`config.mk`:
```
export PLATFORM = sky130hd
export DESIGN_NAME = smdc_lane
export DESIGN_NICKNAME = d
export VERILOG_FILES = /design/src/rtl/stereo_mixer_dc_blocker_unit_macros.svh /design/src/rtl/smdc_pkg.sv /design/src/rtl/smdc_lane.sv
export SDC_FILE = /design/constraint.sdc
export NUM_CORES = 2
export LEC_CHECK = 0
export ABC_AREA = 1
export BUFFER_PORTS_ARGS = -buffer_cell sky130_fd_sc_hd__clkbuf_2
export CAP_MARGIN = 20
export CORE_UTILIZATION = 57
export CTS_CLUSTER_DIAMETER = 200
export DETAILED_ROUTE_END_ITERATION = 10
export GPL_TIMING_DRIVEN = 0
export PLACE_DENSITY = 0.86
export SLEW_MARGIN = 20
export SYNTH_ARGS = -nofsm -noshare
export SYNTH_HDL_FRONTEND = slang
export SYNTH_SLANG_ARGS = --single-unit
```
`constraint.sdc`:
```
create_clock -name clk -period 10.3 [get_ports clk]
set_clock_uncertainty 0.1 [all_clocks]
set_input_delay 3.09 -clock clk [delete_from_list [all_inputs] [get_ports clk]]
set_output_delay 3.09 -clock clk [all_outputs]
set_load 0.01 [all_outputs]
```
`src/rtl/stereo_mixer_dc_blocker_unit_macros.svh`:
```
// Assertion macros shared by the stereo mixer / DC blocker RTL.
// Each macro expects a clock named clk and a synchronous active-low reset rst_n in scope.
`ifndef STEREO_MIXER_DC_BLOCKER_UNIT_MACROS_SVH
`define STEREO_MIXER_DC_BLOCKER_UNIT_MACROS_SVH

// Same-cycle implication, disabled while in reset.
`define SMDC_ASSERT_IMP(label, ante, cons, msg) \
  label: assert property (@(posedge clk) disable iff (!rst_n) (ante) |-> (cons)) \
    else $error(msg);

// Next-cycle implication, disabled while in reset.
`define SMDC_ASSERT_NXT(label, ante, cons, msg) \
  label: assert property (@(posedge clk) disable iff (!rst_n) (ante) |=> (cons)) \
    else $error(msg);

`endif

```
`src/rtl/smdc_pkg.sv`:
```
// Shared constants, types and width helpers for the stereo mixer / DC blocker.
// No dependencies; imported by every module of the block.
`timescale 1ns / 1ps

package smdc_pkg;

  localparam int MAX_SOURCES     = 4;
  localparam int NUM_SOURCES_DEF = 4;
  localparam int DC_SHIFT_DEF    = 9;

  localparam int SAMPLE_W = 16;
  localparam int GAIN_W   = 16;
  localparam int PROD_W   = SAMPLE_W + GAIN_W;
  localparam int STATE_W  = 40;

  // sum unit 2^-29 -> filter unit 2^-20 -> output unit 2^-15
  localparam int X_SHIFT     = 9;
  localparam int OUT_SHIFT   = 5;
  localparam int QUIET_LIMIT = 32;

  localparam int GAINS_W    = 4 * GAIN_W;
  localparam int CFG_IDX_W  = 3;
  localparam int CFG_DATA_W = GAINS_W;

  localparam logic [CFG_IDX_W-1:0] REG_STEREO_MASK = CFG_IDX_W'(MAX_SOURCES);

  localparam int MASK_LSB    = 2 * SAMPLE_W * MAX_SOURCES;
  localparam int IN_TDATA_W  = ((MASK_LSB + MAX_SOURCES + 7) / 8) * 8;
  localparam int OUT_TDATA_W = 2 * SAMPLE_W;

  typedef struct packed {
    logic signed [PROD_W-1:0] pr2;
    logic signed [PROD_W-1:0] pr1;
    logic signed [PROD_W-1:0] pl2;
    logic signed [PROD_W-1:0] pl1;
  } lane_prod_t;

  typedef struct packed {
    logic advance;
    logic clear;
  } flt_ctrl_t;

  // Mix accumulator width for n sources (2n products per channel).
  function automatic int acc_width(input int n);
    return PROD_W + $clog2(2 * n);
  endfunction

  // Filter input width after rounding the mix down by X_SHIFT bits.
  function automatic int x_width(input int n);
    return acc_width(n) + 1 - X_SHIFT;
  endfunction

endpackage

```
`src/rtl/smdc_lane.sv`:
```
// One mixer lane: four gain-by-sample products for a single source, registered.
// Depends on smdc_pkg.
`timescale 1ns / 1ps

module smdc_lane
  import smdc_pkg::*;
(
  input  logic                       clk,
  input  logic                       en,
  input  logic signed [SAMPLE_W-1:0] sample_l,
  input  logic signed [SAMPLE_W-1:0] sample_r,
  input  logic        [GAINS_W-1:0]  gains,
  input  logic                       use_l,
  input  logic                       use_r,
  output lane_prod_t                 prod_r
);

  logic signed [SAMPLE_W-1:0] sl;
  logic signed [SAMPLE_W-1:0] sr;
  logic signed [GAIN_W-1:0]   g_l1;
  logic signed [GAIN_W-1:0]   g_l2;
  logic signed [GAIN_W-1:0]   g_r1;
  logic signed [GAIN_W-1:0]   g_r2;
  lane_prod_t                 prod_nxt;

  // inactive source contributes nothing; mono source drops its right sample
  assign sl   = use_l ? sample_l : '0;
  assign sr   = use_r ? sample_r : '0;
  assign g_l1 = $signed(gains[0*GAIN_W +: GAIN_W]);
  assign g_l2 = $signed(gains[1*GAIN_W +: GAIN_W]);
  assign g_r1 = $signed(gains[2*GAIN_W +: GAIN_W]);
  assign g_r2 = $signed(gains[3*GAIN_W +: GAIN_W]);

  always_comb begin
    prod_nxt.pl1 = g_l1 * sl;
    prod_nxt.pl2 = g_l2 * sr;
    prod_nxt.pr1 = g_r1 * sl;
    prod_nxt.pr2 = g_r2 * sr;
  end

  always_ff @(posedge clk) begin
    if (en) begin
      prod_r <= prod_nxt;
    end
  end

endmodule

```
==> results by stage <==
Power and ir drop:
- Across the VDD grid, the largest voltage drop is between 400 and 500 uV.
- Overall power consumption after layout is estimated at between 0.01 and 0.015 W.
- The analysis attributes to cell leakage a power of roughly 26 nW.
- Dividing total power by cell area gives a power density of slightly above 300 nW/um2.

Drt:
- The first-pass iteration count of the detailed router is 8.
- The total number of vias is between 30000 and 40000.
- The total detailed-routing wirelength is about 130000 um.
- Dividing the detail-routed via count by the number of cells gives 5.50.
- For this run, design rule violations remaining after detail routing come to 0.
- Dividing the detail-routed wire length by the instance count gives about 20 um.
- After the first detailed-routing iteration, the DRC count stood at between 3000 and 4000.
- The count of nets left with antenna violations once routing finished came out at 0.

Clock network:
- The deepest level of the CTS H-tree is 4.
- The number of setup buffers added after CTS is 0.
- The number of gates given a new drive strength after cts is 0.
- TritonCTS built the clock tree.
- Clock-pin slew was measured on the worst setup and hold paths at 0.09 ns.
- The number of buffers added to fix hold violations after cts is 0.
- The total number of clock tree sinks is 128.
- Counting the buffers created by CTS gives 17.
- The clock passes through at most 2 buffers.
- The library cell used as clock root buffer is sky130_fd_sc_hd__clkbuf_16.

Worst setup path:
- Data arrives at the worst endpoint at 10.08 ns.
- The worst setup path is of the in2reg kind.
- In this run the worst path has a maximum fanout of 10.
- STA classifies the critical path startpoint as an input pin.
- The worst path required time is 10.45 ns.
- The kind of end point of the critical path is a flip-flop.

Synthesis:
- After Yosys synthesis, full adders, half adders and majority gates account for 55.5% of the synthesized area.
- Summing the sequential cell areas from Yosys gives about 8.5% of the chip area.
- After synthesis, the share of cell area in mux cells is 0%.
- Yosys printed 0 warnings.
- In this run, synthesis produced a sequential element count of 128.
- After synthesis, the mean cell area works out to about 8.2 um2.
- The xor and xnor area share after synthesis is about 1.5%.
- The synthesized netlist contains 34 unique library cells.
- The compound-cell area share of the yosys netlist is under 10%.
- After synthesis the cells add up to 45200 um2.
- The post-synthesis net count is approximately 7000.
- The simple-gate share of the synthesized area is between 10% and 20%.
- By area, the combinational part of the netlist is dominated by adder cells.
- The number of instances in the synthesized netlist is between 5000 and 6000.

STA:
- The total setup violations reported at the end of the flow is 0.
- The highest attainable clock frequency is a little over 100 MHz.
- Once routing completed, OpenROAD measured the worst setup slack at 0.376 ns.
- The final-layout setup total negative slack is 0 ns.
- Setup repair after global routing left no endpoint under its margin.
- The count of endpoints failing hold in the final timing report is 0.
- Subtracting the final worst setup slack from the clock period gives roughly 9.9 ns.
- The number of max-slew violations in the final report came to 0.
- The worst pin sits at a relative slew slack of 29.7%.
- The slew of the pin with the lowest slew margin is ~1.1 ns.
- The final cycle utilization of the critical path is a little over nine tenths.

Run status:
- The flow ran to the end, and the final reports show no timing, DRC or antenna violations.

Cells and area:
- In the final design database the tool counted between 7000 and 8000 nets.
- In the final layout, the share of cells above drive strength 1 is 5.89%.
- The final non-filler cell total is about 6800.
- Counting flops per register, the top entry is prod_r.
- The flip-flop count of the largest register after layout is about 130.
- The layout-stage area growth over the synthesis result is 6.43%.
- After filler insertion, the fill cell instance count of the layout stands at 6597.
- The largest registers in the layout are prod_r (128).

Placement:
- Detailed placement ended at an HPWL of between 100000 and 150000 um.
- Timing analysis after detailed placement gives a worst setup slack of just over 0.06 ns.
- In this run, placement finished with an instance count of a little under 7000.
- Buffers placed on the I/O ports in this run total 195.
- The congestion estimate from routability-driven global placement came to about 1.1.

Global route:
- The first global-routing pass estimated approximately 210000 um of wire.
- The total overflow left after global routing is 0.
- Global routing consumed, over all layers together, a little over a third of the routing resources.
- The via count of the first global-routing pass came to approximately 39000.
- Entering global routing, the biggest net connects 71 pins.
- The number of antenna violations at the first check in global routing was 8.

Die:
- The die area is just over 80000 um2.
- Once the floorplan was initialized, standard cells occupied 58.0% of the core.
- The floorplan step defined a core boundary enclosing approximately 78000 um2.
- The row count is between 100 and 150.
- The number of I/O pins is around 230.
- Measured along the y axis, the die boundary spans approximately 280 um.
- The x dimension of the die is roughly 280 um.

Job:
- The max-capacitance violation count is 0.

Worst hold path:
- The path class of the tightest hold or removal check is in2reg.
[metal layers]
| metal | vias to the layer above | track usage [%] | share of wire [%] | wire length, um |
|---|---|---|---|---|
| met3 | 529 | 8.60 | 10 | 14000 |
| met5 | - | 0 | 0.034 | 45 |
| li1 | 16300 | - | - | - |
| met1 | 18300 | 43.7 | 37 | 50000 |
| met2 | 2071 | 55.1 | 46 | 61500 |
| met4 | 8 | 19.3 | 6.5 | 8790 |
[metrics by stage]
step	cell area [um2]	utilization (%)	hold slack, ns
after floorplan	45200	-	3.10
after global placement	47500	60.9	3.40
after detailed placement	47500	60.9	3.41
after CTS	48100	61.7	2.88
after global routing	48100	61.7	2.95
final	48100	61.7	2.93
[worst max-delay path, cell delays in order]
cell and delay, ns:
sky130_fd_sc_hd__buf_2 0.25, sky130_fd_sc_hd__nand2_1 0.49, sky130_fd_sc_hd__clkinv_1 0.39, sky130_fd_sc_hd__clkbuf_1 0.69
sky130_fd_sc_hd__nand2_1 0.17, sky130_fd_sc_hd__fa_1 0.54, sky130_fd_sc_hd__inv_1 0.13, sky130_fd_sc_hd__fa_1 0.59
sky130_fd_sc_hd__inv_1 0.11, sky130_fd_sc_hd__fa_1 0.49, sky130_fd_sc_hd__inv_1 0.06, sky130_fd_sc_hd__fa_1 0.54
sky130_fd_sc_hd__inv_1 0.07, sky130_fd_sc_hd__fa_1 0.49, sky130_fd_sc_hd__inv_1 0.05, sky130_fd_sc_hd__fa_1 0.44
sky130_fd_sc_hd__ha_1 0.39, sky130_fd_sc_hd__a21oi_1 0.36, sky130_fd_sc_hd__a21boi_0 0.27, sky130_fd_sc_hd__nand2_1 0.09
sky130_fd_sc_hd__a21oi_1 0.15, sky130_fd_sc_hd__nand2_1 0.08, sky130_fd_sc_hd__nand2_1 0.08, sky130_fd_sc_hd__nand2_1 0.05
[final timing paths]
kind,from,to,slack [ns],depth (start not counted)
setup / recovery,use_l,prod_r[30],0.38,24
hold / removal,gains[16],prod_r[32],2.93,3
[placed cells by master (no fill, tap or decap), drive strengths merged, types with 34 or more instances in the layout]
cell,synthesis,layout
ha,328,328
buf,53,54
nand3,137,137
fa,1048,1048
inv,1461,1467
a21oi,104,104
nand2,1151,1151
nor2,727,727
clkbuf,83,295
xor2,66,66
nand4,47,47
edfxtp,128,128
clkinv,29,34
[report_power, final]
group / switching [W] / leakage [nW] / internal, W
combinational: 0.00843 / 24.9 / 0.00456
sequential: 0.0000813 / 1.25 / 0.00127
clock: 0.000286 / 0.283 / 0.000358
total: 0.00879 / 26.4 / 0.00619
[cell families after synthesis]
kind of cell	count (synthesis)
buffers and inverters	1626
XOR/XNOR	78
adder cells (fa/ha/maj)	1376
flip-flops	128
AO/OA/AOI/OAI	172
AND/OR/NAND/NOR	2113
[synthesized netlist by cell type]
cell	instances	area [um2]
sky130_fd_sc_hd__o211ai_1	1	7.51
sky130_fd_sc_hd__nor3_2	6	60.1
sky130_fd_sc_hd__o21ai_1	3	15.0
sky130_fd_sc_hd__inv_1	1451	5450
sky130_fd_sc_hd__a21o_1	5	37.5
sky130_fd_sc_hd__buf_4	1	7.51
sky130_fd_sc_hd__clkinv_1	29	109
sky130_fd_sc_hd__o21bai_1	25	188
sky130_fd_sc_hd__and2_1	6	37.5
sky130_fd_sc_hd__a21oi_2	1	8.76
sky130_fd_sc_hd__nand4_1	47	294
sky130_fd_sc_hd__nand3_1	132	661
sky130_fd_sc_hd__buf_2	48	240
sky130_fd_sc_hd__edfxtp_1	128	3840
sky130_fd_sc_hd__ha_1	328	4100
sky130_fd_sc_hd__nor2_1	707	2650
sky130_fd_sc_hd__a31oi_1	2	12.5
sky130_fd_sc_hd__inv_2	10	37.5
sky130_fd_sc_hd__o21a_1	2	15.0
sky130_fd_sc_hd__nor3_1	27	135
sky130_fd_sc_hd__buf_1	4	15.0
sky130_fd_sc_hd__fa_1	1048	21000
sky130_fd_sc_hd__a21boi_0	1	7.51
sky130_fd_sc_hd__nor2_2	19	119
sky130_fd_sc_hd__nor2_4	1	11.3
sky130_fd_sc_hd__o21ai_0	29	145
sky130_fd_sc_hd__xnor2_1	12	105
sky130_fd_sc_hd__clkbuf_1	83	312
sky130_fd_sc_hd__nand3_2	5	50.1
sky130_fd_sc_hd__xor2_1	66	578
sky130_fd_sc_hd__nand2_1	1132	4250
sky130_fd_sc_hd__nand3b_1	12	90.1
sky130_fd_sc_hd__nand2_2	19	119
sky130_fd_sc_hd__a21oi_1	103	515
[area by class of cell]
type                            instances  area [um2]  share of cell area, %
Buffer                                136         574                   1.19
Sequential cell                       128        3840                   7.99
Antenna cell                            4        10.0                 0.0208
Clock buffer                           17         425                  0.884
Multi-Input combinational cell       3739       35200                   73.2
Tap cell                             1040        1300                   2.70
Clock inverter                         15         159                  0.330
Timing Repair Buffer                  196        1010                   2.10
Inverter                             1490        5590                   11.6
Note: power is estimated with default switching activity, not from simulation.
