$ cat src/rtl/stereo_mixer_dc_blocker_unit_macros.svh
// Assertion macros shared by the stereo mixer / DC blocker RTL.
// Each macro expects a clock named clk and a synchronous active-low reset rst_n in scope.
`ifndef STEREO_MIXER_DC_BLOCKER_UNIT_MACROS_SVH
`define STEREO_MIXER_DC_BLOCKER_UNIT_MACROS_SVH

// Same-cycle implication, disabled while in reset.
`define SMDC_ASSERT_IMP(label, ante, cons, msg) \
  label: assert property (@(posedge clk) disable iff (!rst_n) (ante) |-> (cons)) \
    else $error(msg);

// Next-cycle implication, disabled while in reset.
`define SMDC_ASSERT_NXT(label, ante, cons, msg) \
  label: assert property (@(posedge clk) disable iff (!rst_n) (ante) |=> (cons)) \
    else $error(msg);

`endif

$ cat src/rtl/smdc_pkg.sv
// Shared constants, types and width helpers for the stereo mixer / DC blocker.
// No dependencies; imported by every module of the block.
`timescale 1ns / 1ps

package smdc_pkg;

  localparam int MAX_SOURCES     = 4;
  localparam int NUM_SOURCES_DEF = 4;
  localparam int DC_SHIFT_DEF    = 9;

  localparam int SAMPLE_W = 16;
  localparam int GAIN_W   = 16;
  localparam int PROD_W   = SAMPLE_W + GAIN_W;
  localparam int STATE_W  = 40;

  // sum unit 2^-29 -> filter unit 2^-20 -> output unit 2^-15
  localparam int X_SHIFT     = 9;
  localparam int OUT_SHIFT   = 5;
  localparam int QUIET_LIMIT = 32;

  localparam int GAINS_W    = 4 * GAIN_W;
  localparam int CFG_IDX_W  = 3;
  localparam int CFG_DATA_W = GAINS_W;

  localparam logic [CFG_IDX_W-1:0] REG_STEREO_MASK = CFG_IDX_W'(MAX_SOURCES);

  localparam int MASK_LSB    = 2 * SAMPLE_W * MAX_SOURCES;
  localparam int IN_TDATA_W  = ((MASK_LSB + MAX_SOURCES + 7) / 8) * 8;
  localparam int OUT_TDATA_W = 2 * SAMPLE_W;

  typedef struct packed {
    logic signed [PROD_W-1:0] pr2;
    logic signed [PROD_W-1:0] pr1;
    logic signed [PROD_W-1:0] pl2;
    logic signed [PROD_W-1:0] pl1;
  } lane_prod_t;

  typedef struct packed {
    logic advance;
    logic clear;
  } flt_ctrl_t;

  // Mix accumulator width for n sources (2n products per channel).
  function automatic int acc_width(input int n);
    return PROD_W + $clog2(2 * n);
  endfunction

  // Filter input width after rounding the mix down by X_SHIFT bits.
  function automatic int x_width(input int n);
    return acc_width(n) + 1 - X_SHIFT;
  endfunction

endpackage

$ cat src/rtl/smdc_dc_filter.sv
// One-channel DC blocker: t1 = t0 - floor(t0 / 2^DC_SHIFT) + x, y = t1 - t0.
// Depends on smdc_pkg and the shared assertion macros.
`timescale 1ns / 1ps
`include "stereo_mixer_dc_blocker_unit_macros.svh"

module smdc_dc_filter
  import smdc_pkg::*;
#(
  parameter int DC_SHIFT = DC_SHIFT_DEF,
  parameter int X_W      = x_width(NUM_SOURCES_DEF)
) (
  input  logic                      clk,
  input  logic                      rst_n,
  input  flt_ctrl_t                 ctrl,
  input  logic signed [X_W-1:0]     x,
  output logic                      quiet,
  output logic signed [STATE_W:0]   y_r
);

  localparam logic signed [STATE_W-1:0] QUIET_HI = STATE_W'(QUIET_LIMIT);
  localparam logic signed [STATE_W-1:0] ST_MAX   = {1'b0, {(STATE_W-1){1'b1}}};
  localparam logic signed [STATE_W-1:0] ST_MIN   = {1'b1, {(STATE_W-1){1'b0}}};

  logic signed [STATE_W-1:0] state_r;
  logic signed [STATE_W-1:0] state_nxt;
  logic signed [STATE_W-1:0] leak;
  logic signed [STATE_W+1:0] sum;
  logic signed [STATE_W:0]   y_nxt;

  assign quiet = (state_r < QUIET_HI) && (state_r > -QUIET_HI);

  always_comb begin
    leak = state_r >>> DC_SHIFT;
    sum  = (STATE_W+2)'(state_r) - (STATE_W+2)'(leak) + (STATE_W+2)'(x);
    // saturate to the state range when the top three bits disagree
    if ((&sum[STATE_W+1:STATE_W-1]) || !(|sum[STATE_W+1:STATE_W-1])) begin
      state_nxt = sum[STATE_W-1:0];
    end else if (sum[STATE_W+1]) begin
      state_nxt = ST_MIN;
    end else begin
      state_nxt = ST_MAX;
    end
    y_nxt = (STATE_W+1)'(state_nxt) - (STATE_W+1)'(state_r);
  end

  always_ff @(posedge clk) begin
    if (!rst_n) begin
      state_r <= '0;
    end else if (ctrl.advance) begin
      state_r <= ctrl.clear ? '0 : state_nxt;
    end
  end

  always_ff @(posedge clk) begin
    if (ctrl.advance) begin
      y_r <= ctrl.clear ? '0 : y_nxt;
    end
  end

  `SMDC_ASSERT_NXT(a_clear_zeroes, ctrl.advance && ctrl.clear, state_r == '0 && y_r == '0, "filter clear did not zero state and output")
  `SMDC_ASSERT_NXT(a_state_holds, !ctrl.advance, $stable(state_r), "filter state moved without an advancing frame")

endmodule

$ cat config.mk
export PLATFORM = sky130hd
export DESIGN_NAME = smdc_dc_filter
export DESIGN_NICKNAME = d
export VERILOG_FILES = /design/src/rtl/smdc_pkg.sv /design/src/rtl/smdc_dc_filter.sv
export VERILOG_INCLUDE_DIRS = /design/src /design/src/rtl
export SDC_FILE = /design/constraint.sdc
export NUM_CORES = 1
export LEC_CHECK = 0
export BUFFER_PORTS_ARGS = -buffer_cell sky130_fd_sc_hd__buf_2
export CORE_ASPECT_RATIO = 2
export CORE_UTILIZATION = 35
export DETAILED_ROUTE_END_ITERATION = 16
export SETUP_SLACK_MARGIN = 0.15
export SYNTH_ARGS = -nofsm -noshare
export SYNTH_HDL_FRONTEND = slang
export SYNTH_SLANG_ARGS = --single-unit
$ cat constraint.sdc
create_clock -name clk -period 9.1 [get_ports clk]
set_input_delay 0.91 -clock clk [delete_from_list [all_inputs] [get_ports clk]]
set_output_delay 0.91 -clock clk [all_outputs]
set_load 0.005 [all_outputs]
==> results_tabular.tex <==
\begin{tabular}{lr}
\hline
Metric & Value \\
\hline
\multicolumn{2}{l}{\textbf{Status}} \\
Outcome & finished, final reports clean \\
\multicolumn{2}{l}{\textbf{Logic synthesis}} \\
Post-synthesis simple-gate area fraction & a little under a fifth \\
Fraction of the mapped netlist area in adder cells & 21.1\% \\
Most numerous cell in the Yosys netlist & sky130\_fd\_sc\_hd\_\_inv\_1 \\
Mapped Area & 0.00877 mm2 \\
Ys Warns & 0 \\
Number of register bits inferred by synthesis & 81 \\
Cell types with the highest counts after synthesis & sky130\_fd\_sc\_hd\_\_inv\_1, sky130\_fd\_sc\_hd\_\_nor2\_1, sky130\_fd\_sc\_hd\_\_nand2\_1, sky130\_fd\_sc\_hd\_\_ha\_1, sky130\_fd\_sc\_hd\_\_a21oi\_1 \\
EDFF count, synth & 41 \\
Sequential-to-total area share from yosys stat & 23.2\% \\
Count of unique library cells instantiated by Yosys & 59 \\
Instance count of the mapped netlist & approximately 1100 \\
Post-synthesis net count & 1274 \\
Leading area contributor after synthesis & sky130\_fd\_sc\_hd\_\_edfxtp\_1 \\
Dominant combinational cell family by area after synthesis & compound AO/OA/AOI/OAI gates \\
XOR/XNOR share of the synthesized area & 6.79\% \\
Avg Synthesized Cell Area & 7.84 um2 \\
Top cells by area, synth & sky130\_fd\_sc\_hd\_\_edfxtp\_1, sky130\_fd\_sc\_hd\_\_ha\_1, sky130\_fd\_sc\_hd\_\_dfxtp\_1, sky130\_fd\_sc\_hd\_\_fa\_1, sky130\_fd\_sc\_hd\_\_inv\_1 \\
Mux cell area share after synthesis & 0.242\% \\
Proportion of register bits with asynchronous set or reset after synthesis & 0\% \\
Yosys top cell area share & 14.0\% \\
Compound-Gate Fraction of Synth Area & 22.0\% \\
Prevailing post-synth register cell & sky130\_fd\_sc\_hd\_\_edfxtp\_1 \\
\multicolumn{2}{l}{\textbf{Timing}} \\
Max\_slew headroom & around 44\% \\
Max Clock Freq & $\sim$130 MHz \\
Worst slew pin tran & 0.834 ns \\
Clock Skew & 0.0121 ns \\
Share of the clock period used by the worst path after layout & 82.5\% \\
Total count of hold-check failures in the final report & 0 \\
Setup TNS & 0 ns \\
Final critical delay including setup and external delays & 7.51 ns \\
Number of slew-limit violations in the final report & 0 \\
Final count of negative-setup-slack endpoints & 0 \\
Setup repair after global routing missed its margin & false \\
\multicolumn{2}{l}{\textbf{CTS}} \\
Sink Count & 81 \\
Gates resized, CTS repair & 0 \\
Source-to-sink clock delay at the later pin of the worst-skew pair & 0.34 ns \\
CTS H-Tree Depth & 3 \\
Hold buffer count at cts & 0 \\
TritonCTS clock tree & yes \\
Number of buffers added by the clock tree synthesis step & 9 \\
Clock tree buffer depth & 2 \\
Post-CTS setup buffer count & 0 \\
Reg clk slew, reported paths & 0.06 ns \\
Buffer cell driving the clock tree root & sky130\_fd\_sc\_hd\_\_clkbuf\_16 \\
\multicolumn{2}{l}{\textbf{Routing}} \\
Detail Route Antenna Nets & 0 \\
Total number of vias & 8151 \\
First-pass iteration count of the detailed router & 5 \\
Drt initial violations & 424 \\
Wire length after detailed routing & around 28 mm \\
Wirelength per Cell & 18.6 um \\
DRC violations left & 0 \\
Routed vias/inst & 5.40 \\
\multicolumn{2}{l}{\textbf{Final layout}} \\
Share of layout cells above drive strength 1 & 9.86\% \\
Area Overhead vs Synth & 10.8\% \\
Number of filler instances in the final layout & 2654 \\
Inserted Diodes & 0 \\
Total number of nets in the final design & roughly 1300 \\
\multicolumn{2}{l}{\textbf{Floorplanning}} \\
DIE WIDTH & 114 um \\
Top-Level Pins & 73 \\
Die Outline Area & roughly 0.026 mm2 \\
Floorplan row count & roughly 80 \\
Vertical die dimension & 226 um \\
Initial Util & 35.8\% \\
Standard cell core area & 0.0245 mm2 \\
\multicolumn{2}{l}{\textbf{Setup path}} \\
Cell depth of the worst flop-to-flop path & 27 \\
Setup crit start kind & primary input \\
Maximum fanout count along the critical path & 6 \\
Worst setup path startpoint & x[1] \\
Required time of the worst setup path & 9.17 ns \\
Worst-case register-to-register setup slack & 1.70 ns \\
Reg-to-Reg Start & state\_r[22]\$\_SDFFE\_PN0P\_ \\
CP Capture Type & flip-flop \\
Worst Setup Path Type & primary input to flip-flop \\
WP data arrival & 7.58 ns \\
R2r endpoint & y\_r[28]\$\_SDFFCE\_PP0P\_ \\
\multicolumn{2}{l}{\textbf{GRT}} \\
Number of global-route vias before repair & 8363 \\
Initial antenna violation count & 0 \\
Largest net degree at the start of global routing & 47 \\
Remaining global-route overflow & 0 \\
Global-route wire length before repair & 43.2 mm \\
All-layer global routing usage & 22.5\% \\
\multicolumn{2}{l}{\textbf{Min path}} \\
Hold path cells & 2 \\
Endpoint with the worst hold slack & state\_r[2]\$\_SDFFE\_PN0P\_ \\
Origin of the worst min-delay path & state\_r[2]\$\_SDFFE\_PN0P\_ \\
Min-Delay Path Class & flip-flop to flip-flop \\
\multicolumn{2}{l}{\textbf{Placed design}} \\
HPWL reported at the end of detailed placement & 23.7 mm \\
Gpl congestion & 0.971 \\
Buffers added on ports & between 70 and 80 \\
\multicolumn{2}{l}{\textbf{Job}} \\
Number of violations of the max-capacitance limit & 0 \\
\hline
\end{tabular}
routing by layer:
| layer | track usage [%] | share of wire (%) | vias to the layer above |
|---|---|---|---|
| li1 | - | - | 3926 |
| met1 | 17.7 | 29 | 3853 |
| met2 | 46.6 | 59 | 255 |
| met3 | 2.63 | 2.7 | 117 |
| met4 | 18.5 | 9.0 | 0 |
| met5 | 0 | 0 | - |
cells by family after synthesis:
logic type                 Yosys count
muxes                                2
DFF                                 81
buffers and inverters              194
adders and majority gates          124
AOI/OAI and AO/OA                  297
xor gates and xnor gates            68
and+or+nand+nor                    353
cells in the final DEF (no fill, tap or decap), types with 4 or more instances in the layout:
cell type and count:
sky130_fd_sc_hd__buf_4 7, sky130_fd_sc_hd__xnor2_1 37, sky130_fd_sc_hd__o22ai_1 4, sky130_fd_sc_hd__nand4_1 16, sky130_fd_sc_hd__nor2b_1 14, sky130_fd_sc_hd__a31oi_1 14, sky130_fd_sc_hd__fa_1 40, sky130_fd_sc_hd__nand2b_1 7
sky130_fd_sc_hd__inv_1 157, sky130_fd_sc_hd__ha_1 84, sky130_fd_sc_hd__or3_1 11, sky130_fd_sc_hd__xor2_1 31, sky130_fd_sc_hd__a211oi_1 14, sky130_fd_sc_hd__nor2_1 147, sky130_fd_sc_hd__and2_1 7, sky130_fd_sc_hd__nor4_1 10
sky130_fd_sc_hd__edfxtp_1 41, sky130_fd_sc_hd__nand3_1 21, sky130_fd_sc_hd__a21boi_0 4, sky130_fd_sc_hd__o21a_1 7, sky130_fd_sc_hd__clkbuf_16 9, sky130_fd_sc_hd__a211o_1 5, sky130_fd_sc_hd__dfxtp_1 40, sky130_fd_sc_hd__and3_1 9
sky130_fd_sc_hd__o21bai_1 8, sky130_fd_sc_hd__o21ai_1 30, sky130_fd_sc_hd__o21ai_0 38, sky130_fd_sc_hd__a21o_1 55, sky130_fd_sc_hd__buf_2 72, sky130_fd_sc_hd__o211ai_1 4, sky130_fd_sc_hd__nand2_1 90, sky130_fd_sc_hd__o21ai_2 10
sky130_fd_sc_hd__or2_2 4, sky130_fd_sc_hd__a21oi_1 71, sky130_fd_sc_hd__nor3_1 10
final cells by class:
| class | instances | area, um2 | share of cell area, % |
|---|---|---|---|
| Inverter | 157 | 589 | 6.06 |
| Sequential cell | 81 | 2030 | 20.9 |
| Tap cell | 332 | 415 | 4.28 |
| Multi-Input combinational cell | 844 | 5990 | 61.6 |
| Clock buffer | 12 | 236 | 2.43 |
| Clock inverter | 4 | 43.8 | 0.451 |
| Timing Repair Buffer | 79 | 413 | 4.25 |
worst max-delay path by stage:
stage                                  endpoint  cells past startpoint
final                     y_r[28]$_SDFFCE_PP0P_                     28
after global placement    y_r[28]$_SDFFCE_PP0P_                     26
after detailed placement  y_r[28]$_SDFFCE_PP0P_                     28
after global routing      y_r[28]$_SDFFCE_PP0P_                     28
after CTS                 y_r[28]$_SDFFCE_PP0P_                     28
after floorplan           y_r[28]$_SDFFCE_PP0P_                     28
through the flow:
step                      worst slack [ns]  instances  instance area, um2  hold slack (ns)  util [%]
final                                 1.59       1509                9720            0.469      39.6
after global placement                1.36       1493                9440            0.455      38.5
after CTS                             1.64       1509                9720            0.473      39.6
after detailed placement              1.33       1493                9440            0.465      38.5
after floorplan                       2.06       1119                8770            0.443         -
after global routing                  1.00       1509                9720            0.489      39.6
worst max-delay path, stage by stage:
cell                       delay [ns]
sky130_fd_sc_hd__buf_2           0.07
sky130_fd_sc_hd__inv_1           0.05
sky130_fd_sc_hd__fa_1            0.53
sky130_fd_sc_hd__inv_1           0.07
sky130_fd_sc_hd__fa_1            0.46
sky130_fd_sc_hd__a21oi_1         0.24
sky130_fd_sc_hd__o22ai_1         0.18
sky130_fd_sc_hd__a31oi_1         0.24
sky130_fd_sc_hd__a21oi_1         0.12
sky130_fd_sc_hd__nor2_1          0.49
sky130_fd_sc_hd__o221ai_1        0.32
sky130_fd_sc_hd__o221a_2         0.40
sky130_fd_sc_hd__o21a_1          0.26
sky130_fd_sc_hd__nor2_1          0.15
sky130_fd_sc_hd__or2_2           0.13
sky130_fd_sc_hd__ha_1            0.15
sky130_fd_sc_hd__inv_1           0.05
sky130_fd_sc_hd__fa_1            0.40
sky130_fd_sc_hd__a21o_1          0.20
sky130_fd_sc_hd__a21o_1          0.20
sky130_fd_sc_hd__a211o_1         0.32
sky130_fd_sc_hd__a211oi_1        0.28
sky130_fd_sc_hd__nor2b_1         0.11
sky130_fd_sc_hd__o41ai_1         0.40
sky130_fd_sc_hd__o21ai_0         0.25
sky130_fd_sc_hd__a211oi_1        0.36
sky130_fd_sc_hd__xor2_1          0.18
sky130_fd_sc_hd__nor2_1          0.05
registers in the layout (all words and copies together), names as in the netlist:
signal and count:
state_r 40, y_r 41
Power is left out: the tool's default activity adds up to more than one toggle a clock period on the data nets, which glitch-free logic cannot reach.
