### src/rtl/stereo_mixer_dc_blocker_unit_macros.svh
// Assertion macros shared by the stereo mixer / DC blocker RTL.
// Each macro expects a clock named clk and a synchronous active-low reset rst_n in scope.
`ifndef STEREO_MIXER_DC_BLOCKER_UNIT_MACROS_SVH
`define STEREO_MIXER_DC_BLOCKER_UNIT_MACROS_SVH

// Same-cycle implication, disabled while in reset.
`define SMDC_ASSERT_IMP(label, ante, cons, msg) \
  label: assert property (@(posedge clk) disable iff (!rst_n) (ante) |-> (cons)) \
    else $error(msg);

// Next-cycle implication, disabled while in reset.
`define SMDC_ASSERT_NXT(label, ante, cons, msg) \
  label: assert property (@(posedge clk) disable iff (!rst_n) (ante) |=> (cons)) \
    else $error(msg);

`endif

### src/rtl/smdc_pkg.sv
// Shared constants, types and width helpers for the stereo mixer / DC blocker.
// No dependencies; imported by every module of the block.
`timescale 1ns / 1ps

package smdc_pkg;

  localparam int MAX_SOURCES     = 4;
  localparam int NUM_SOURCES_DEF = 4;
  localparam int DC_SHIFT_DEF    = 9;

  localparam int SAMPLE_W = 16;
  localparam int GAIN_W   = 16;
  localparam int PROD_W   = SAMPLE_W + GAIN_W;
  localparam int STATE_W  = 40;

  // sum unit 2^-29 -> filter unit 2^-20 -> output unit 2^-15
  localparam int X_SHIFT     = 9;
  localparam int OUT_SHIFT   = 5;
  localparam int QUIET_LIMIT = 32;

  localparam int GAINS_W    = 4 * GAIN_W;
  localparam int CFG_IDX_W  = 3;
  localparam int CFG_DATA_W = GAINS_W;

  localparam logic [CFG_IDX_W-1:0] REG_STEREO_MASK = CFG_IDX_W'(MAX_SOURCES);

  localparam int MASK_LSB    = 2 * SAMPLE_W * MAX_SOURCES;
  localparam int IN_TDATA_W  = ((MASK_LSB + MAX_SOURCES + 7) / 8) * 8;
  localparam int OUT_TDATA_W = 2 * SAMPLE_W;

  typedef struct packed {
    logic signed [PROD_W-1:0] pr2;
    logic signed [PROD_W-1:0] pr1;
    logic signed [PROD_W-1:0] pl2;
    logic signed [PROD_W-1:0] pl1;
  } lane_prod_t;

  typedef struct packed {
    logic advance;
    logic clear;
  } flt_ctrl_t;

  // Mix accumulator width for n sources (2n products per channel).
  function automatic int acc_width(input int n);
    return PROD_W + $clog2(2 * n);
  endfunction

  // Filter input width after rounding the mix down by X_SHIFT bits.
  function automatic int x_width(input int n);
    return acc_width(n) + 1 - X_SHIFT;
  endfunction

endpackage

### src/rtl/smdc_merge.sv
// Merge stage: sums the lane products per channel and rounds to the filter input unit.
// Depends on smdc_pkg and the lane product type.
`timescale 1ns / 1ps

module smdc_merge
  import smdc_pkg::*;
#(
  parameter int NUM_SOURCES = NUM_SOURCES_DEF
) (
  input  logic                                  clk,
  input  logic                                  en,
  input  lane_prod_t [NUM_SOURCES-1:0]          prod,
  output logic signed [x_width(NUM_SOURCES)-1:0] x_l_r,
  output logic signed [x_width(NUM_SOURCES)-1:0] x_r_r
);

  localparam int ACC_W = acc_width(NUM_SOURCES);
  localparam int X_W   = x_width(NUM_SOURCES);

  logic signed [ACC_W-1:0] acc_l;
  logic signed [ACC_W-1:0] acc_r;
  logic signed [ACC_W:0]   rnd_l;
  logic signed [ACC_W:0]   rnd_r;
  logic signed [X_W-1:0]   x_l_nxt;
  logic signed [X_W-1:0]   x_r_nxt;

  always_comb begin
    acc_l = '0;
    acc_r = '0;
    for (int s = 0; s < NUM_SOURCES; s++) begin
      acc_l = acc_l + ACC_W'($signed(prod[s].pl1)) + ACC_W'($signed(prod[s].pl2));
      acc_r = acc_r + ACC_W'($signed(prod[s].pr1)) + ACC_W'($signed(prod[s].pr2));
    end
    // round half up, then floor shift
    rnd_l   = (ACC_W+1)'(acc_l) + (ACC_W+1)'(1 << (X_SHIFT - 1));
    rnd_r   = (ACC_W+1)'(acc_r) + (ACC_W+1)'(1 << (X_SHIFT - 1));
    x_l_nxt = X_W'(rnd_l >>> X_SHIFT);
    x_r_nxt = X_W'(rnd_r >>> X_SHIFT);
  end

  always_ff @(posedge clk) begin
    if (en) begin
      x_l_r <= x_l_nxt;
      x_r_r <= x_r_nxt;
    end
  end

endmodule

### config.mk
export PLATFORM = sky130hd
export DESIGN_NAME = smdc_merge
export DESIGN_NICKNAME = d
export VERILOG_FILES = /design/src/rtl/stereo_mixer_dc_blocker_unit_macros.svh /design/src/rtl/smdc_pkg.sv /design/src/rtl/smdc_merge.sv
export SDC_FILE = /design/constraint.sdc
export NUM_CORES = 1
export LEC_CHECK = 0
export BUFFER_PORTS_ARGS = -buffer_cell sky130_fd_sc_hd__buf_4
export CAP_MARGIN = 20
export CORE_AREA = 2 2 222 224
export DETAILED_ROUTE_END_ITERATION = 8
export DIE_AREA = 0 0 224 226
export PLACE_DENSITY = 0.68
export RECOVER_POWER = 50
export SETUP_SLACK_MARGIN = 0.05
export SYNTH_ARGS = -nofsm -noshare
export SYNTH_HDL_FRONTEND = slang
export SYNTH_SLANG_ARGS = --single-unit
### constraint.sdc
create_clock -name clk -period 7.4 [get_ports clk]
set_clock_uncertainty 0.1 [all_clocks]
set_input_delay 1.85 -clock clk [delete_from_list [all_inputs] [get_ports clk]]
set_output_delay 1.85 -clock clk [all_outputs]
set_load 0.05 [all_outputs]
==> results of run 1 <==
-- state kept, by name (all words and copies together), names as in the netlist --
signal / cells
x_l_r: 27
x_r_r: 27
-- layout make-up --
cell class | instances | area, µm²
well taps | 622 | 778
repair buffers | 567 | 4150
diodes | 1 | 2.50
fillers | 4700 | 27300
inverters | 730 | 2740
multi-input cells | 889 | 11600
clock inverters | 2 | 17.5
flip-flops and latches | 54 | 1620
clock buffers | 6 | 129
-- worst min-delay path, cell delays in order --
cell       delay (ns)
buf_4            0.08
ha_1             0.15
nand2_1          0.12
o2111ai_1        0.21
a21oi_1          0.13
xnor2_1          0.15
-- cell usage after synthesis (2+ instances only) --
cell type	number	share of area (%)
clkbuf_1	12	0.28
nor4_1	2	0.078
a21oi_1	75	2.3
or2_2	2	0.078
a31oi_1	5	0.19
xor2_1	20	1.1
o31ai_1	2	0.093
nor2_1	26	0.61
nor4b_1	2	0.11
nor3_1	5	0.16
a21o_1	12	0.56
o21bai_1	11	0.51
nand2_1	49	1.1
edfxtp_1	54	10
nand4_1	14	0.55
o211ai_1	2	0.093
nor2b_1	4	0.16
ha_1	130	10
fa_1	388	48
a211oi_1	3	0.14
o21a_1	9	0.42
o31a_1	2	0.11
a2111oi_0	2	0.11
o2111ai_1	2	0.11
inv_1	730	17
a21boi_0	3	0.14
o311ai_1	2	0.11
a21oi_2	2	0.11
xnor2_1	36	2.0
o21ai_0	38	1.2
nand2b_1	2	0.078
and3_1	5	0.19
o21ai_1	9	0.28
nand3_1	10	0.31
-- report_power, final --
part	switching, W	total [W]	leakage (nW)	internal, W
clock	0.000120	0.000248	0.0715	0.000128
sequential	0.0000452	0.000961	0.528	0.000916
combinational	0.00532	0.00876	11.0	0.00344
-- cells by family after synthesis --
kind of cell	Yosys count
buffers and inverters	742
DFF	54
adders and majority gates	518
AOI/OAI and AO/OA	190
and+or+nand+nor	125
xor gates and xnor gates	56
-- worst min path at each step --
| stage | from | endpoint | slack (ns) | cells after the start |
|---|---|---|---|---|
| after floorplan | en | x_l_r[0] | 1.86 | 0 |
| after global placement | x_r_r[9] | x_r_r[9] | 2.25 | 1 |
| after detailed placement | x_r_r[12] | x_r_r[12] | 2.25 | 1 |
| after CTS | en | x_r_r[0] | 2.07 | 1 |
| after global routing | prod[480] | x_r_r[2] | 2.46 | 6 |
| final | prod[480] | x_r_r[2] | 2.40 | 6 |
-- per-stage QoR --
stage	total power [W]	setup WS (ns)	utilization [%]	hold slack (ns)
global placement	0.00953	0.618	43.5	2.25
floorplan	0.00738	1.16	-	1.86
global route	0.0110	0.541	43.6	2.46
CTS	0.0100	0.928	43.8	2.07
finish	0.00996	0.885	43.6	2.40
detailed placement	0.00970	0.600	43.5	2.25
-- metal layers --
metal  part of all wire (%)  vias up  GRT usage (%)
met5                      0        -              0
met4                    1.3        0           2.69
met3                    5.3       29           1.95
met2                     53      407           31.8
met1                     41     6338           22.4
li1                       -     5927              -
==> summary.txt, run 1 <==
Worst setup path
  • Worst path max stage delay: 0.60 ns
  • CP cell instances: buf_4 -> inv_1 -> fa_1 -> inv_1 -> fa_1 -> fa_1 -> inv_1 -> fa_1 -> inv_1 -> ha_1 -> a21oi_1 -> o221ai_1 -> a21oi_1 -> o21ai_1 -> a41oi_1 -> o21ai_1 -> a21oi_1 -> xnor2_1
  • Slowest CP cell: fa_1
  • Delay-heaviest family, CP: adder cells
  • Critical Path Stages: 18
  • Worst Path Max Fanout: 5
  • Crit path launch type: input port
  • CP arrival: 6.46 ns
  • CP bufs+invs: 5
  • Worst Setup SP: prod[167]
  • Crit path kind: in -> reg
  • CP endpoint: x_l_r[24]
  • Worst EP required: 7.35 ns
  • Critical Path End Type: flop

Global route
  • Vias in the first global route: roughly 14000
  • Largest net degree at the start of global routing: 55
  • GRT overflow: 0
  • First-pass GRT wire length: 69.5 mm
  • GRT Overall Usage: 17.4%
  • Initial antenna violation count: 1

Power
  • Power Density: 473 nW/µm²
  • Peak VDD IR: 0.000296 V
  • Leak Pwr: around 12 nW

Place
  • Gpl congestion: 0.985
  • Dpl cell area: 21000 µm²
  • PortBufs: 567
  • Placed cell count: about 2900
  • DPL Wire Length: 40.9 mm

Routing
  • WL final: 43.3 mm
  • Number of routed nets with antenna violations: 0
  • Avg WL per Cell: 15.1 µm
  • Starting DRT DRC Count: between 500 and 600
  • DR pass1 iterations: 5
  • Routed vias: 12701
  • DR DRC count: 0
  • Drt via density: 4.42

Cells and area
  • Commonest non-fill, non-tap cell in the layout: inv_1
  • Most frequent cells in the layout: inv_1, buf_4, fa_1, ha_1, a21oi_1
  • Final non-filler cell total: 2871
  • Area Overhead vs Synth: 31.4%
  • Design area: 21100 µm²
  • Layout Nets: 3279
  • Share of cells above drive strength 1: 24.8%

Synthesis
  • Asr flop ratio synth: 0%
  • XOR/XNOR Fraction of Synth Area: a little over 3%
  • Post-synth top flop: edfxtp_1
  • Post-synthesis cell area: 16100 µm²
  • Synth warnings: 0
  • Synth Instances: 1685
  • Synthesis-stage register bit count: 54
  • Largest family of logic cells by synthesized area: adder cells
  • Mux contribution to synthesized area: 0%
  • Distinct cells, synth: 49
  • Post-Synth Adder-Cell Area: 58.5%
  • Post-synth EDFFs: 54
  • Register area share after synthesis: 10.1%
  • Post-synthesis compound-gate area fraction: 7.31%
  • Simple-gate share of the synthesized area: 3.67%
  • Syn_area_per_cell: between 9 and 10 µm²
  • Syn Nets: 2717

Outcome
  • Violated checks: max-capacitance violations, max-slew violations
  • Status: finished, violations left

Clock tree
  • Root Driver: clkbuf_16
  • CTS H-tree depth: 2
  • Clk sinks: 54
  • CTS-repair resized insts: 0
  • CTS Hold Buffers Added: 0
  • Max Root-Sink Buffers: 2
  • Post-CTS Setup Bufs: 0
  • CTS tree: yes
  • TritonCTS buffer count: 5
  • Worst-path clk slew: 0.08 ns

Floorplanning
  • Row cnt: 81
  • Area of the core: 48300 µm²
  • I/O pin count: between 500 and 600
  • Initial Util: 33.2%
  • Chip width: about 220 µm
  • Die height: 226 µm
  • Die area: 50600 µm²

STA
  • Final Hold Vio Count: 0
  • Final number of max-transition violations: between 50 and 60
  • Setup violators final: 0
  • Tightest Pin Transition: 3.30 ns
  • Max_slew headroom: -120%
  • RSZ-0062 raised after global routing: no
  • Fmax: 153 MHz
  • Setup TNS Final: 0 ns
  • Min Tclk post-route: 6.52 ns
  • Final period utilization: between 80% and 90%

Job
  • Maxcap violations: 1

Worst hold path
  • HP Class: in -> reg
(Power assumes the default switching activity.)
==> run 2: changes to the inputs <==
- REMOVE_ABC_BUFFERS: not set -> 1
==> run 2 against run 1 <==
  * The flow still finishes with violations (max-capacitance violations, max-slew violations)
  * First-iteration DRC count increased by 9.8%
  * Clock-buffer cell count increased by 1
  * Sequential cell count unchanged
  * Sequential share of layout area about the same
  * Worst setup slack got worse by 0.027 ns
  * Total power decreased by 0.79%
  * Via count decreased by 0.84%
  * Non-clock buffer count increased by 1
  * Routed wire length decreased by 1.3%
  * Global-route usage decreased by 0.14 points
  * Maximum frequency decreased by 0.42%
  * Cell count unchanged
  * Largest power group unchanged
==> summary.txt, run 2 (synthesis results as in run 1) <==
Outcome
  • Status: finished, violations left (unchanged)
  • Violated checks: max-capacitance violations, max-slew violations (unchanged)

Worst hold path
  • Hold path endpoint: x_r_r[2] (unchanged)
  • Worst hold path cell count: 6 (unchanged)
  • HP Class: in -> reg (unchanged)
  • HP Start: prod[480] (unchanged)

Place
  • Gpl congestion: 0.931 (was 0.985)
  • PortBufs: 567 (unchanged)
  • DPL Wire Length: 40.3 mm (was 40.9 mm)
  • Dpl cell area: 21100 µm² (was 21000 µm²)

Global route
  • GRT Overall Usage: 17.2% (was 17.4%)
  • Initial antenna violation count: 1 (unchanged)
  • First-pass GRT wire length: 69.1 mm (was 69.5 mm)
  • Vias in the first global route: 13965 (was 13873)
  • GRT overflow: 0 (unchanged)
  • Largest net degree at the start of global routing: 55 (unchanged)

STA
  • Min Tclk post-route: 6.54 ns (was 6.52 ns)
  • Final period utilization: 88.4% (was 88.0%)
  • Tightest Pin Transition: 3.36 ns (was 3.30 ns)
  • Fmax: 153 MHz (about the same)
  • RSZ-0062 raised after global routing: no (unchanged)
  • Setup TNS Final: 0 ns (unchanged)
  • Final number of max-transition violations: 55 (unchanged)
  • Final Hold Vio Count: 0 (unchanged)
  • Max_slew headroom: -124% (was -120%)
  • Setup violators final: 0 (unchanged)

Routing
  • Drt via density: 4.39 (was 4.42)
  • DR pass1 iterations: 5 (unchanged)
  • DR DRC count: 0 (unchanged)
  • Starting DRT DRC Count: 580 (was 528)
  • WL final: 42.8 mm (was 43.3 mm)
  • Avg WL per Cell: 14.9 µm (was 15.1 µm)
  • Number of routed nets with antenna violations: 0 (unchanged)
  • Routed vias: 12594 (was 12701)

Clock tree
  • Root Driver: clkbuf_16 (unchanged)
  • TritonCTS buffer count: 5 (unchanged)
  • Worst-path clk slew: 0.07 ns (was 0.08 ns)
  • CTS Hold Buffers Added: 0 (unchanged)
  • Clk sinks: 54 (unchanged)
  • Post-CTS Setup Bufs: 0 (unchanged)
  • Max Root-Sink Buffers: 2 (unchanged)
  • CTS tree: yes (unchanged)
  • CTS-repair resized insts: 0 (unchanged)
  • CTS H-tree depth: 2 (unchanged)

Floorplanning
  • I/O pin count: 568 (unchanged)
  • Row cnt: 81 (unchanged)
  • Die area: 50600 µm² (unchanged)
  • Die height: 226 µm (unchanged)
  • Chip width: 224 µm (unchanged)
  • Initial Util: 33.2% (unchanged)
  • Area of the core: 48300 µm² (unchanged)

Worst setup path
  • Slowest CP cell: fa_1 (unchanged)
  • CP bufs+invs: 6 (was 5)
  • Critical Path End Type: flop (unchanged)
  • Worst path max stage delay: 0.56 ns (was 0.60 ns)
  • Crit path launch type: input port (unchanged)
  • CP arrival: 6.50 ns (was 6.46 ns)
  • Worst Setup SP: prod[4] (was prod[167])
  • Delay-heaviest family, CP: adder cells (unchanged)
  • Worst Path Max Fanout: 2 (was 5)
  • CP cell instances: buf_4 -> inv_1 -> fa_1 -> inv_1 -> fa_1 -> fa_1 -> inv_1 -> fa_1 -> inv_1 -> ha_1 -> a21oi_1 -> o311ai_1 -> a21oi_1 -> nor4b_1 -> buf_4 -> a211oi_1 -> o21ai_0 -> a21oi_1 -> xnor2_1 (was buf_4 -> inv_1 -> fa_1 -> inv_1 -> fa_1 -> fa_1 -> inv_1 -> fa_1 -> inv_1 -> ha_1 -> a21oi_1 -> o221ai_1 -> a21oi_1 -> o21ai_1 -> a41oi_1 -> o21ai_1 -> a21oi_1 -> xnor2_1)
  • Worst EP required: 7.36 ns (was 7.35 ns)
  • Crit path kind: in -> reg (unchanged)

Cells and area
  • Area Overhead vs Synth: 31.3% (was 31.4%)
  • Layout Nets: 3280 (was 3279)
  • Share of cells above drive strength 1: 24.7% (was 24.8%)
  • Top flop regs: x_l_r (27), x_r_r (27) (unchanged)
  • Commonest non-fill, non-tap cell in the layout: inv_1 (unchanged)
  • Most frequent cells in the layout: inv_1, buf_4, fa_1, ha_1, a21oi_1 (unchanged)
  • Design area: 21100 µm² (about the same)

Job
  • Maxcap violations: 1 (unchanged)

Power
  • Peak VDD IR: 0.000318 V (was 0.000296 V)
  • Leak Pwr: 11.6 nW (about the same)
  • Power Density: 469 nW/µm² (was 473 nW/µm²)
-- run 2: worst max path at each step --
stage	slack, ns	end	cells past startpoint
6_report	0.86	x_l_r[21]	19
3_3_place_gp	0.67	x_l_r[21]	19
3_5_place_dp	0.63	x_l_r[24]	18
5_1_grt	0.62	x_l_r[24]	18
4_1_cts	0.96	x_l_r[21]	19
2_1_floorplan	1.16	x_r_r[20]	17
-- run 2: per-stage QoR --
step	cells	hold WS, ns	setup slack (ns)	power, W	util [%]
6_report	2871	2.28	0.858	0.00989	43.6
5_1_grt	2871	2.34	0.616	0.0110	43.6
4_1_cts	2870	2.07	0.965	0.00993	43.8
3_5_place_dp	2863	2.24	0.631	0.00964	43.5
3_3_place_gp	2863	2.25	0.674	0.00948	43.5
2_1_floorplan	1673	1.86	1.16	0.00737	-
-- run 2: tightest hold or removal path, stage by stage --
cell and delay (ns):
buf_4 0.08, ha_1 0.12, nand2_1 0.10, o2111ai_1 0.20, a21oi_1 0.09, xnor2_1 0.13
-- run 2: layout make-up --
class	instances	area (µm²)
flip-flops and latches	54	1620
diodes	1	2.50
fillers	4685	27300
clock buffers	7	133
repair buffers	568	4160
multi-input cells	889	11600
well taps	622	778
inverters	730	2740
-- run 2: metal layers --
metal	part of all wire (%)	vias up	wire (µm)	GRT usage (%)
met4	1.2	0	529	3.12
met3	4.6	28	1980	1.80
met2	52	387	22400	31.0
met5	0	-	0	0
li1	-	5947	-	-
met1	42	6232	17800	22.6
-- run 2: report_power, final --
group          internal, W  total [W]  switching [W]  leakage, nW
Sequential        0.000916   0.000965      0.0000487        0.528
Clock             0.000125   0.000237       0.000113       0.0640
Combinational      0.00343    0.00868        0.00525         11.1
Total              0.00448    0.00989        0.00541         11.6
